--- src/hdl/oifdr_pkg.sv ---
`default_nettype none
// ----------------------------------------------------------------------------
// OSPF interface DR election package
// Shared types and constants for the interface state machine and election.
// ----------------------------------------------------------------------------
package oifdr_pkg;

  localparam int unsigned SlotW = 4;
  localparam int unsigned NbW   = 32 + 8 + 1 + 32 + 32;

  localparam logic [2:0] StDown    = 3'd0;
  localparam logic [2:0] StLoop    = 3'd1;
  localparam logic [2:0] StWaiting = 3'd2;
  localparam logic [2:0] StP2p     = 3'd3;
  localparam logic [2:0] StDrOther = 3'd4;
  localparam logic [2:0] StBackup  = 3'd5;
  localparam logic [2:0] StDr      = 3'd6;

  localparam logic [3:0] EvUp     = 4'd0;
  localparam logic [3:0] EvLoop   = 4'd1;
  localparam logic [3:0] EvDown   = 4'd2;
  localparam logic [3:0] EvUnloop = 4'd3;
  localparam logic [3:0] EvBackup = 4'd4;
  localparam logic [3:0] EvWait   = 4'd5;
  localparam logic [3:0] EvNbChg  = 4'd6;
  localparam logic [3:0] EvHello  = 4'd7;

  localparam logic [2:0] TypeBcast = 3'd0;
  localparam logic [2:0] TypeNbma  = 3'd1;
  localparam logic [2:0] TypeP2p   = 3'd2;
  localparam logic [2:0] TypeP2mp  = 3'd3;
  localparam logic [2:0] TypeVirt  = 3'd4;

  localparam logic [1:0] RegRouterId  = 2'd0;
  localparam logic [1:0] RegPriority  = 2'd1;
  localparam logic [1:0] RegIfType    = 2'd2;

  typedef struct packed {
    logic [31:0] id;
    logic [7:0]  pri;
    logic        twoway;
    logic [31:0] dr;
    logic [31:0] bdr;
  } nb_entry_t;

  typedef struct packed {
    logic        mode;
    logic [3:0]  slot;
    logic        neighbor_present;
    logic [31:0] neighbor_id;
    logic [7:0]  neighbor_priority;
    logic        neighbor_twoway;
    logic [31:0] neighbor_dr;
    logic [31:0] neighbor_bdr;
    logic [3:0]  event_code;
  } req_t;

  typedef struct packed {
    logic [2:0]  iface_state;
    logic [31:0] designated_router;
    logic [31:0] backup_router;
    logic        start_hello_timer;
    logic        start_wait_timer;
    logic        hello_multicast;
    logic [15:0] hello_unicast_mask;
    logic [15:0] neighbor_start_mask;
    logic [15:0] adjacency_check_mask;
    logic        interface_reset;
  } rsp_t;

  function automatic logic beats(input logic [7:0] p, input logic [31:0] id,
                                 input logic [7:0] bp, input logic [31:0] bid);
    beats = (p > bp) || (p == bp && id > bid);
  endfunction

endpackage
`default_nettype wire

--- src/hdl/oifdr_if.sv ---
`default_nettype none
// ----------------------------------------------------------------------------
// OSPF interface DR election channel interfaces
// Valid/ready channels carrying a request and a result.
// ----------------------------------------------------------------------------
interface oifdr_req_if import oifdr_pkg::*; ();
  logic valid;
  logic ready;
  req_t payload;
  modport source (output valid, output payload, input ready);
  modport sink (input valid, input payload, output ready);
endinterface

interface oifdr_rsp_if import oifdr_pkg::*; ();
  logic valid;
  logic ready;
  rsp_t payload;
  modport source (output valid, output payload, input ready);
  modport sink (input valid, input payload, output ready);
endinterface
`default_nettype wire

--- src/hdl/oifdr_ram.sv ---
`default_nettype none
// ----------------------------------------------------------------------------
// Generic simple dual-port RAM
// One write port and one read port with a registered read.
// ----------------------------------------------------------------------------
module oifdr_ram #(
  parameter int unsigned Width = 8,
  parameter int unsigned Depth = 16
) (
  input  wire logic                                         clk_i,
  input  wire logic                                         we_i,
  input  wire logic [((Depth > 1) ? $clog2(Depth) : 1)-1:0] waddr_i,
  input  wire logic [Width-1:0]                             wdata_i,
  input  wire logic [((Depth > 1) ? $clog2(Depth) : 1)-1:0] raddr_i,
  output logic      [Width-1:0]                             rdata_o
);
  logic [Width-1:0] mem_q [Depth];

  always_ff @(posedge clk_i) begin
    if (we_i) begin
      mem_q[waddr_i] <= wdata_i;
    end
    rdata_o <= mem_q[raddr_i];
  end
endmodule
`default_nettype wire

--- src/hdl/ospf_interface_fsm_dr_election.sv ---
`default_nettype none
// ----------------------------------------------------------------------------
// OSPF interface state machine with DR/BDR election
// Interface state, DR and BDR, and a neighbour table held in one RAM.
// ----------------------------------------------------------------------------
// Each request gives one result. Events that need the neighbour table sweep it
// through the RAM read port, one slot a cycle. For a neighbour write or a simple
// event the accepted request moves the machine to the response state, which then
// registers the result. Interface up on NBMA with a non-zero priority, or a hello
// that needs the table, first sweeps the table once. An election takes two sweeps
// per round and one more sweep for the start and adjacency masks, with one round
// or two. A new request is taken in the cycle after the result has been taken.
// Valid bits are flip-flops cleared by reset; the RAM itself needs no clearing
// pass.
module ospf_interface_fsm_dr_election import oifdr_pkg::*; #(
  parameter int unsigned MAX_NEIGHBORS = 16
) (
  input  wire logic        clk_i,
  input  wire logic        rst_ni,
  oifdr_req_if.sink        req_i,
  oifdr_rsp_if.source      rsp_o,
  input  wire logic        psel,
  input  wire logic        penable,
  input  wire logic        pwrite,
  input  wire logic [3:0]  paddr,
  input  wire logic [31:0] pwdata,
  output logic      [31:0] prdata,
  output logic             pready
);
  localparam int unsigned AW = (MAX_NEIGHBORS > 1) ? $clog2(MAX_NEIGHBORS) : 1;
  localparam int unsigned CW = $clog2(MAX_NEIGHBORS + 1);

  localparam logic [2:0] SIdle  = 3'd0;
  localparam logic [2:0] SScan  = 3'd1;
  localparam logic [2:0] SElA   = 3'd2;
  localparam logic [2:0] SElB   = 3'd3;
  localparam logic [2:0] SResp  = 3'd4;
  localparam logic [2:0] SMask  = 3'd5;

  localparam logic [1:0] ScUp    = 2'd0;
  localparam logic [1:0] ScHello = 2'd1;
  localparam logic [1:0] ScAct   = 2'd2;

  logic [31:0] rid_q;
  logic [7:0]  rpri_q;
  logic [2:0]  itype_q;

  logic [2:0]  fsm_q, fsm_d;
  logic [1:0]  scan_q, scan_d;
  logic [CW-1:0] cnt_q, cnt_d;
  logic        round_q, round_d;
  logic [2:0]  st_q, st_d;
  logic [31:0] dr_q, dr_d, bdr_q, bdr_d;
  logic [MAX_NEIGHBORS-1:0] valid_q, valid_d;
  req_t        req_q, req_d;
  rsp_t        rsp_q, rsp_d;
  logic        rsp_vld_q, rsp_vld_d;

  logic [31:0] cdr_q, cdr_d, cbdr_q, cbdr_d, ebdr_q, ebdr_d, edr_q, edr_d;
  logic [31:0] hi_q, hi_d;
  logic [7:0]  bpri_q, bpri_d, hpri_q, hpri_d, dpri_q, dpri_d;
  logic        bfound_q, bfound_d, dfound_q, dfound_d, ufound_q, ufound_d;
  logic [15:0] uc_q, uc_d, sm_q, sm_d, am_q, am_d;

  logic        ram_we;
  logic [AW-1:0] ram_waddr, ram_raddr;
  nb_entry_t   ram_wdata, ent;
  logic [AW-1:0] rd_idx;

  oifdr_ram #(.Width(NbW), .Depth(MAX_NEIGHBORS)) u_nb_ram (
    .clk_i   (clk_i),
    .we_i    (ram_we),
    .waddr_i (ram_waddr),
    .wdata_i (ram_wdata),
    .raddr_i (ram_raddr),
    .rdata_o (ent)
  );

  assign pready = 1'b1;
  always_comb begin
    unique case (paddr[3:2])
      RegRouterId: prdata = rid_q;
      RegPriority: prdata = {24'd0, rpri_q};
      RegIfType:   prdata = {29'd0, itype_q};
      default:     prdata = 32'd0;
    endcase
  end

  always_ff @(posedge clk_i or negedge rst_ni) begin
    if (!rst_ni) begin
      rid_q   <= 32'd0;
      rpri_q  <= 8'd1;
      itype_q <= TypeBcast;
    end else if (psel && penable && pwrite) begin
      unique case (paddr[3:2])
        RegRouterId: rid_q   <= pwdata;
        RegPriority: rpri_q  <= pwdata[7:0];
        RegIfType:   itype_q <= pwdata[2:0];
        default: ;
      endcase
    end
  end

  assign req_i.ready   = (fsm_q == SIdle) && !rsp_vld_q;
  assign rsp_o.valid   = rsp_vld_q;
  assign rsp_o.payload = rsp_q;

  // Slot whose data arrives from the RAM this cycle.
  assign rd_idx = AW'(cnt_q - CW'(1));

  logic        el_cnt, in_rng;
  logic        ent_v, ent_elig;
  logic        el_changed, is_b, is_d, is_o, was_b, was_d, was_o, was_w, drchg;
  logic [31:0] fdr, fbdr, bdr_t;
  logic [7:0]  bpri_t;
  logic        bfound_t;
  logic [15:0] bit_m;

  always_comb begin
    fsm_d = fsm_q; scan_d = scan_q; cnt_d = cnt_q; round_d = round_q;
    st_d = st_q; dr_d = dr_q; bdr_d = bdr_q; valid_d = valid_q;
    req_d = req_q; rsp_d = rsp_q; rsp_vld_d = rsp_vld_q;
    cdr_d = cdr_q; cbdr_d = cbdr_q; ebdr_d = ebdr_q; edr_d = edr_q; hi_d = hi_q;
    bpri_d = bpri_q; hpri_d = hpri_q; dpri_d = dpri_q;
    bfound_d = bfound_q; dfound_d = dfound_q; ufound_d = ufound_q;
    uc_d = uc_q; sm_d = sm_q; am_d = am_q;
    ram_we = 1'b0; ram_waddr = AW'(req_i.payload.slot);
    ram_raddr = AW'(cnt_q);
    ram_wdata = '{id: req_i.payload.neighbor_id, pri: req_i.payload.neighbor_priority,
                  twoway: req_i.payload.neighbor_twoway, dr: req_i.payload.neighbor_dr,
                  bdr: req_i.payload.neighbor_bdr};
    el_cnt = (cnt_q != CW'(0));
    ent_v = el_cnt && valid_q[rd_idx];
    ent_elig = ent_v && ent.twoway && (ent.pri != 8'd0);
    bit_m = 16'd0;
    if (el_cnt) bit_m = 16'(1) << rd_idx;
    in_rng = ({28'd0, req_i.payload.slot} < 32'(MAX_NEIGHBORS));
    fdr = 32'd0; fbdr = 32'd0; bdr_t = bdr_q; bpri_t = bpri_q; bfound_t = bfound_q;
    el_changed = 1'b0; is_b = 1'b0; is_d = 1'b0; is_o = 1'b0;
    was_b = 1'b0; was_d = 1'b0; was_o = 1'b0; was_w = 1'b0; drchg = 1'b0;

    if (rsp_vld_q && rsp_o.ready) rsp_vld_d = 1'b0;

    unique case (fsm_q)
      SIdle: begin
        if (req_i.valid && req_i.ready) begin
          req_d = req_i.payload;
          rsp_d = '0;
          uc_d = '0; sm_d = '0; am_d = '0; ufound_d = 1'b0;
          cnt_d = '0; round_d = 1'b0;
          fsm_d = SResp;
          if (!req_i.payload.mode) begin
            if (in_rng) begin
              ram_we = 1'b1;
              valid_d[AW'(req_i.payload.slot)] = req_i.payload.neighbor_present;
            end
          end else begin
            priority if (st_q == StDown) begin
              if (req_i.payload.event_code == EvUp) begin
                rsp_d.start_hello_timer = 1'b1;
                if (itype_q == TypeP2p || itype_q == TypeP2mp || itype_q == TypeVirt) begin
                  st_d = StP2p;
                end else if (itype_q == TypeBcast || itype_q == TypeNbma) begin
                  if (rpri_q == 8'd0) st_d = StDrOther;
                  else begin
                    st_d = StWaiting;
                    rsp_d.start_wait_timer = 1'b1;
                    if (itype_q == TypeNbma) begin
                      scan_d = ScUp; fsm_d = SScan;
                    end
                  end
                end
              end else if (req_i.payload.event_code == EvLoop) begin
                rsp_d.interface_reset = 1'b1; st_d = StLoop;
              end
            end else if (st_q == StLoop) begin
              if (req_i.payload.event_code == EvDown) begin
                rsp_d.interface_reset = 1'b1; st_d = StDown;
              end else if (req_i.payload.event_code == EvUnloop) st_d = StDown;
            end else begin
              if (req_i.payload.event_code == EvDown) begin
                rsp_d.interface_reset = 1'b1; st_d = StDown;
              end else if (req_i.payload.event_code == EvLoop) begin
                rsp_d.interface_reset = 1'b1; st_d = StLoop;
              end else if ((st_q == StWaiting && (req_i.payload.event_code == EvBackup ||
                            req_i.payload.event_code == EvWait)) ||
                           (st_q >= StDrOther && req_i.payload.event_code == EvNbChg)) begin
                cdr_d = dr_q; cbdr_d = bdr_q;
                ebdr_d = '0; bpri_d = '0; hi_d = '0; hpri_d = '0; bfound_d = 1'b0;
                fsm_d = SElA;
              end else if (req_i.payload.event_code == EvHello) begin
                rsp_d.start_hello_timer = 1'b1;
                if (st_q == StP2p) begin
                  if (itype_q == TypeVirt) begin
                    scan_d = ScHello; fsm_d = SScan;
                  end else rsp_d.hello_multicast = 1'b1;
                end else if (itype_q == TypeBcast) rsp_d.hello_multicast = 1'b1;
                else begin
                  scan_d = ScAct; fsm_d = SScan;
                end
              end
            end
          end
          if (rsp_d.interface_reset) begin
            dr_d = '0; bdr_d = '0;
          end
        end
      end

      SScan: begin
        ram_raddr = AW'(cnt_q);
        if (ent_v) begin
          unique case (scan_q)
            ScUp: if (ent.pri != 8'd0) uc_d = uc_q | bit_m;
            ScHello: if (!ufound_q) begin
              uc_d = bit_m; ufound_d = 1'b1;
            end
            default: begin
              if (req_q.event_code == EvHello && st_q == StDrOther && rpri_q == 8'd0) begin
                if (dr_q == ent.id || bdr_q == ent.id) uc_d = uc_q | bit_m;
              end else if (ent.pri != 8'd0) uc_d = uc_q | bit_m;
            end
          endcase
        end
        if (cnt_q == CW'(MAX_NEIGHBORS)) begin
          if (scan_q == ScUp) rsp_d.neighbor_start_mask = uc_d;
          else rsp_d.hello_unicast_mask = uc_d;
          fsm_d = SResp;
        end else cnt_d = cnt_q + CW'(1);
      end

      SElA: begin
        if (ent_elig && ent.dr != ent.id) begin
          if (ent.bdr == ent.id && beats(ent.pri, ent.id, bpri_q, ebdr_q)) begin
            ebdr_d = ent.id; bpri_d = ent.pri; bfound_d = 1'b1;
          end
          if (beats(ent.pri, ent.id, hpri_q, hi_q)) begin
            hi_d = ent.id; hpri_d = ent.pri;
          end
        end
        if (cnt_q == CW'(MAX_NEIGHBORS)) begin
          bdr_t = ebdr_d; bpri_t = bpri_d; bfound_t = bfound_d;
          if (rpri_q != 8'd0 && cdr_q != rid_q) begin
            if (cbdr_q == rid_q && beats(rpri_q, rid_q, bpri_t, bdr_t)) begin
              bdr_t = rid_q; bpri_t = rpri_q; bfound_t = 1'b1;
            end
            if (!bfound_t) begin
              if (beats(rpri_q, rid_q, hpri_d, hi_d)) bdr_t = rid_q;
              else bdr_t = hi_d;
              bfound_t = 1'b1;
            end
          end
          if (!bfound_t) bdr_t = hi_d;
          ebdr_d = bdr_t;
          edr_d = '0; dpri_d = '0; dfound_d = 1'b0;
          cnt_d = '0; fsm_d = SElB;
        end else cnt_d = cnt_q + CW'(1);
      end

      SElB: begin
        if (ent_elig && ent.dr == ent.id && beats(ent.pri, ent.id, dpri_q, edr_q)) begin
          edr_d = ent.id; dpri_d = ent.pri; dfound_d = 1'b1;
        end
        if (cnt_q == CW'(MAX_NEIGHBORS)) begin
          fdr = edr_d;
          if (rpri_q != 8'd0 && cdr_q == rid_q && beats(rpri_q, rid_q, dpri_d, fdr)) begin
            fdr = rid_q; dfound_d = 1'b1;
          end
          if (!dfound_d) fdr = ebdr_q;
          fbdr = ebdr_q;
          el_changed = (fdr != 32'd0 && ((cdr_q == rid_q) != (fdr == rid_q))) ||
                       (fbdr != 32'd0 && ((cbdr_q == rid_q) != (fbdr == rid_q)));
          if (el_changed && !round_q) begin
            cdr_d = fdr; cbdr_d = fbdr; round_d = 1'b1;
            ebdr_d = '0; bpri_d = '0; hi_d = '0; hpri_d = '0; bfound_d = 1'b0;
            cnt_d = '0; fsm_d = SElA;
          end else begin
            was_b = (bdr_q == rid_q); was_d = (dr_q == rid_q);
            was_o = (st_q == StDrOther); was_w = !was_b && !was_d && !was_o;
            is_b = (fbdr == rid_q); is_d = (fdr == rid_q); is_o = !is_b && !is_d;
            drchg = (fdr != dr_q) || (fbdr != bdr_q);
            if (was_b) begin if (is_d) st_d = StDr; if (is_o) st_d = StDrOther; end
            if (was_d) begin if (is_b) st_d = StBackup; if (is_o) st_d = StDrOther; end
            if (was_o) begin if (is_d) st_d = StDr; if (is_b) st_d = StBackup; end
            if (was_w) begin
              if (is_d) st_d = StDr;
              if (is_b) st_d = StBackup;
              if (is_o) st_d = StDrOther;
            end
            cdr_d = fdr; cbdr_d = fbdr;
            round_d = drchg;
            sm_d = {15'd0, (itype_q == TypeNbma) && ((!was_b && is_b) || (!was_d && is_d))};
            uc_d = '0; am_d = '0;
            cnt_d = '0; fsm_d = SMask;
          end
        end else cnt_d = cnt_q + CW'(1);
      end

      SMask: begin
        if (ent_v) begin
          if (sm_q[0] && ent.pri == 8'd0) uc_d = uc_q | bit_m;
          if (round_q && ent.twoway) am_d = am_q | bit_m;
        end
        if (cnt_q == CW'(MAX_NEIGHBORS)) begin
          rsp_d.neighbor_start_mask = uc_d;
          rsp_d.adjacency_check_mask = am_d;
          dr_d = cdr_q; bdr_d = cbdr_q;
          fsm_d = SResp;
        end else cnt_d = cnt_q + CW'(1);
      end

      SResp: begin
        if (!rsp_vld_q) begin
          rsp_d.iface_state = st_q;
          rsp_d.designated_router = dr_q;
          rsp_d.backup_router = bdr_q;
          rsp_vld_d = 1'b1;
          fsm_d = SIdle;
        end
      end

      default: fsm_d = SIdle;
    endcase
  end

  always_ff @(posedge clk_i or negedge rst_ni) begin
    if (!rst_ni) begin
      fsm_q <= SIdle; scan_q <= ScUp; cnt_q <= '0; round_q <= 1'b0;
      st_q <= StDown; dr_q <= '0; bdr_q <= '0; valid_q <= '0;
      rsp_vld_q <= 1'b0; hi_q <= '0;
    end else begin
      fsm_q <= fsm_d; scan_q <= scan_d; cnt_q <= cnt_d; round_q <= round_d;
      st_q <= st_d; dr_q <= dr_d; bdr_q <= bdr_d; valid_q <= valid_d;
      rsp_vld_q <= rsp_vld_d; hi_q <= hi_d;
    end
  end

  always_ff @(posedge clk_i) begin
    req_q <= req_d; rsp_q <= rsp_d;
    cdr_q <= cdr_d; cbdr_q <= cbdr_d; ebdr_q <= ebdr_d; edr_q <= edr_d;
    bpri_q <= bpri_d; hpri_q <= hpri_d; dpri_q <= dpri_d;
    bfound_q <= bfound_d; dfound_q <= dfound_d; ufound_q <= ufound_d;
    uc_q <= uc_d; sm_q <= sm_d; am_q <= am_d;
  end
endmodule
`default_nettype wire
--- src/flat_wrapper.sv ---
// flat-port wrapper written by rule: the top's interface ports become plain ports
module ospf_interface_fsm_dr_election_flat import oifdr_pkg::*;
#(
  parameter int unsigned MAX_NEIGHBORS = 16
)
  (clk_i, rst_ni, psel, penable, pwrite, paddr, pwdata, prdata, pready, req_i_valid, req_i_payload, req_i_ready, rsp_o_valid, rsp_o_payload, rsp_o_ready);
  oifdr_req_if req_i_i ();
  oifdr_rsp_if rsp_o_i ();
  input  wire logic clk_i;
  input  wire logic rst_ni;
  input  wire logic psel;
  input  wire logic penable;
  input  wire logic pwrite;
  input  wire logic [3:0] paddr;
  input  wire logic [31:0] pwdata;
  output logic      [31:0] prdata;
  output logic pready;
  input wire logic [$bits(req_i_i.valid)-1:0] req_i_valid;
  input wire logic [$bits(req_i_i.payload)-1:0] req_i_payload;
  output wire logic [$bits(req_i_i.ready)-1:0] req_i_ready;
  output wire logic [$bits(rsp_o_i.valid)-1:0] rsp_o_valid;
  output wire logic [$bits(rsp_o_i.payload)-1:0] rsp_o_payload;
  input wire logic [$bits(rsp_o_i.ready)-1:0] rsp_o_ready;
  assign req_i_i.valid = req_i_valid;
  assign req_i_i.payload = req_i_payload;
  assign req_i_ready = req_i_i.ready;
  assign rsp_o_valid = rsp_o_i.valid;
  assign rsp_o_payload = rsp_o_i.payload;
  assign rsp_o_i.ready = rsp_o_ready;
  ospf_interface_fsm_dr_election #(.MAX_NEIGHBORS(MAX_NEIGHBORS)) u_core (.clk_i(clk_i), .rst_ni(rst_ni), .req_i(req_i_i), .rsp_o(rsp_o_i), .psel(psel), .penable(penable), .pwrite(pwrite), .paddr(paddr), .pwdata(pwdata), .prdata(prdata), .pready(pready));
endmodule
--- config.mk ---
export PLATFORM = sky130hd
export DESIGN_NAME = ospf_interface_fsm_dr_election_flat
export DESIGN_NICKNAME = d
export VERILOG_FILES = /design/src/hdl/oifdr_pkg.sv /design/src/hdl/oifdr_if.sv /design/src/hdl/oifdr_ram.sv /design/src/hdl/ospf_interface_fsm_dr_election.sv /design/src/flat_wrapper.sv
export SDC_FILE = /design/constraint.sdc
export NUM_CORES = 2
export LEC_CHECK = 0
export BUFFER_PORTS_ARGS = -buffer_cell sky130_fd_sc_hd__buf_2
export CORE_UTILIZATION = 50
export CTS_BUF_LIST = sky130_fd_sc_hd__clkbuf_2
export DETAILED_ROUTE_END_ITERATION = 6
export PLACE_DENSITY = 0.66
export SLEW_MARGIN = 20
export SYNTH_ARGS = -nofsm -noshare
export SYNTH_HDL_FRONTEND = slang
export SYNTH_SLANG_ARGS = --single-unit
--- constraint.sdc ---
create_clock -name clk_i -period 22 [get_ports clk_i]
set_input_delay 4.4 -clock clk_i [delete_from_list [all_inputs] [get_ports clk_i]]
set_output_delay 4.4 -clock clk_i [all_outputs]
set_load 0.02 [all_outputs]
==> impl_metrics.toml <==
[floorplanning]
fp-row-count = 164
core_area_mm2 = 0.2001
io_pins = 312
initial_utilization_pct = 50.36
dieArea_mm2 = 0.2033
die_h_um = 450.9
die_x_um = 450.9

[global_route]
grt_start_max_net_pins = 132
grt_pass1_wl_um = 424000
gr-total-overflow = 0
antenna_found_initial = 49
grt_pass1_vias = 61900
grtUsageTotal_pct = 28.87

[pwr]
cellPowerDensity_mw_per_mm2 = 104.5
p_int_uw = 7543
p_clk_share_pct = 24.5
power_switching_uw = 4021
leakagePower_uw = 0.03873
peakVddDrop_uv = 64.80
switching_share_pct = 34.77
combPwrFrac_pct = 29.5
p_seq_share_pct = 46.0

[logic_synthesis]
synthTopCellsByArea = "edfxtp_1, mux4_2, dfrtp_1, ha_1, dfxtp_1"
syn_area_mm2 = 0.1008
synth_top_cell_by_area = "edfxtp_1"
synth_mux_area_share_pct = 13.34
netlist.area_leader.share_pct = 59.34
ys_ff_latch = 2266
synthAdderAreaFrac_pct = 3.043
synth-simple-area-share_pct = 5.814
ys_seq_area_share_pct = 65.65
synth_edf_count = 1991
synth_ff_type = "edfxtp_1"
synth_nets = 6725
synth_cells = 6322
synth_top_family_by_area = "multiplexers"
yosys_warnings = 0
syn_area_per_cell_um2 = 15.94
ys_types = 100
synthXorXnorAreaFrac_pct = 3.257
synth_compound_area_share_pct = 6.307
synth-async-reset-ratio_pct = 7.502

[drt]
drt_iter0_markers = 6920
drcViolationCount = 156
post_drt_wl_per_cell_um = 29.34
wirelength_um = 294600
antenna_left = 0
routed_via_density = 6.157
dr.pass1.iters = 7
vias = 61820

[timing]
rsz0062_at_grt = "no"
setup_viol = 0
worst_pin_slew_ns = 1.226
period_needed_ns = 10.01
finalSetupTns_ns = 0
fin_crit_sh_pct = 45.52
maxSlewHeadroom_pct = 15.90
max_freq_mhz = 99.85
finalHoldViolations = 0
slew_viol_final = 0
finClkSkew_ns = 0.1894

[placement]
gp_congestion = 1.024
place_hpwl_um = 171700
port_buffers = 308

[cts]
clock_latency_ns = 1.86
cts-root-buf = "clkbuf_2"
cts_tree = "yes"
cts.repair.resized = 0
cts_made_buffers = 583
cts_setup_buffers = 0
clkSinkCount = 2266
cts.path.max_buffers = 4
path_clk_slew_ns = 0.09
cts-hold-fix-buffers = 0
cts_htree_levels = 6

[critical_path]
cp.required_ns = 17.60
path_cells = "buf_2 -> mux2i_1 -> o21ai_0 -> buf_2"
path_common_cell = "buf_2"
worstSetupStartpointType = "primary input"
worstPathArrival_ns = 5.61
critPathKind = "primary input to output port"
endpoint_kind = "output port"
crit_slowest_cell = "buf_2"
cpPeakStageDelay_ns = 0.46
critPathMaxFanout = 22

[layout]
drive_gt1_share_pct = 28.33
area_growth_pct = 9.794
fillCellCount = 16180
multi_input_area_mm2 = 0.03229
final_cell_mix = "edfxtp_1, clkbuf_2, mux4_2, nand2_1, buf_2"
nets = 7331
utilization_pct = 55.29
regArea_mm2 = 0.06616
final_common_cell = "edfxtp_1"

[status]
status = "finished with violations"
violations = "design-rule violations"

[job]
drv_cap = 0

[worst_hold_path]
min_path_type = "flip-flop to flip-flop"
-- Yosys cell counts, types with 8 or more instances --
| cell | n |
|---|---|
| a2111oi_0 | 12 |
| a211o_1 | 35 |
| a211oi_1 | 19 |
| a21o_1 | 85 |
| a21oi_1 | 211 |
| a22oi_1 | 18 |
| a311oi_1 | 35 |
| a31oi_1 | 19 |
| and2_1 | 107 |
| and4_1 | 9 |
| buf_1 | 68 |
| buf_2 | 19 |
| buf_4 | 18 |
| buf_6 | 9 |
| clkbuf_1 | 329 |
| dfrtp_1 | 169 |
| dfxtp_1 | 105 |
| edfxtp_1 | 1991 |
| ha_1 | 245 |
| inv_1 | 167 |
| mux2_2 | 49 |
| mux2i_1 | 88 |
| mux4_2 | 525 |
| nand2_1 | 313 |
| nand2b_1 | 26 |
| nand3_1 | 139 |
| nand4_1 | 124 |
| nor2_1 | 281 |
| nor2b_1 | 23 |
| nor3_1 | 48 |
| nor4_1 | 77 |
| o211ai_1 | 42 |
| o21a_1 | 31 |
| o21ai_0 | 228 |
| o21ai_1 | 12 |
| o221ai_1 | 46 |
| o22ai_1 | 41 |
| o2bb2ai_2 | 29 |
| o31ai_1 | 17 |
| or2_2 | 8 |
| xnor2_1 | 198 |
| xor2_1 | 173 |
-- stage by stage --
step	worst slack (ns)	hold WS (ns)	total power (uW)	area, um2	instances
3_3_place_gp	12.00	0.4825	8715	105400	8998
2_1_floorplan	8.824	0.4722	7621	100800	6322
5_1_grt	11.92	0.5235	12090	110600	10030
4_1_cts	11.99	0.5110	11600	110500	10020
6_report	11.99	0.5101	11560	110600	10040
3_5_place_dp	11.99	0.4890	8775	105400	8998
-- path summary, 6_finish.rpt --
check / end / depth (start not counted) / slack [ns] / start
min in group asynchronous: u_core.bdr_q[20] / 1 / 2.65 / rst_ni
worst min register to register: u_core.valid_q[3] / 1 / 0.51 / u_core.valid_q[3]
worst min-delay path: u_core.valid_q[3] / 1 / 0.51 / u_core.valid_q[3]
worst max-delay path: prdata[0] / 4 / 11.99 / paddr[2]
worst max register to register: u_core.ebdr_q[7] / 24 / 13.10 / u_core.cnt_q[1]
max in group asynchronous: u_core.hi_q[12] / 3 / 17.37 / rst_ni
-- power by group through the flow --
stage	Clock (uW)	Sequential [uW]	Combinational, uW
6_report	2830	5320	3410
5_1_grt	3120	5340	3640
4_1_cts	2910	5310	3380
3_5_place_dp	0	5410	3370
3_3_place_gp	0	5400	3320
2_1_floorplan	0	5420	2200
-- critical path: cells and delay by family --
kind            cells  cell delay, ns
buf+inv             2            0.65
compound gates      1            0.15
mux                 1            0.40
-- state kept, by name, indices dropped and copies added, names as in the netlist, 4 cells and up --
register,cells
u_core.rsp_o.payload,119
u_core.hpri_q,8
u_core.ebdr_q,32
u_core.bpri_q,8
u_core.u_nb_ram.mem_q,1680
u_core.u_nb_ram.rdata_o,105
u_core.rpri_q,8
u_core.rid_q,32
u_core.bdr_q,32
u_core.cbdr_q,32
u_core.dr_q,32
u_core.dpri_q,8
u_core.edr_q,32
u_core.am_q,16
u_core.cdr_q,32
u_core.req_q,4
u_core.cnt_q,5
u_core.hi_q,32
u_core.uc_q,16
u_core.valid_q,16
-- cell type report --
| cell class | count | area share, % |
|---|---|---|
| Multi-Input combinational cell | 3429 | 29.19 |
| Tap cell | 2656 | 3.004 |
| Inverter | 169 | 0.5735 |
| Clock inverter | 128 | 0.6481 |
| Sequential cell | 2266 | 59.81 |
| Antenna cell | 24 | 0.05429 |
| Clock buffer | 889 | 4.022 |
| Timing Repair Buffer | 479 | 2.695 |
-- metal layers --
metal / up-vias / track usage, % / wire [um]
li1: 26410 / - / -
met4: 38 / 14.54 / 14570
met2: 3131 / 45.40 / 139600
met5: - / 0 / 236
met1: 31510 / 38.14 / 115200
met3: 730 / 6.117 / 24990
-- logic make-up after synthesis --
logic type	after synthesis
adders and majority gates	245
and+or+nand+nor	1197
other	1
xor gates and xnor gates	373
buffers and inverters	627
AOI/OAI and AO/OA	941
DFF	2266
muxes	672
Note: power is estimated with default switching activity, not from simulation.
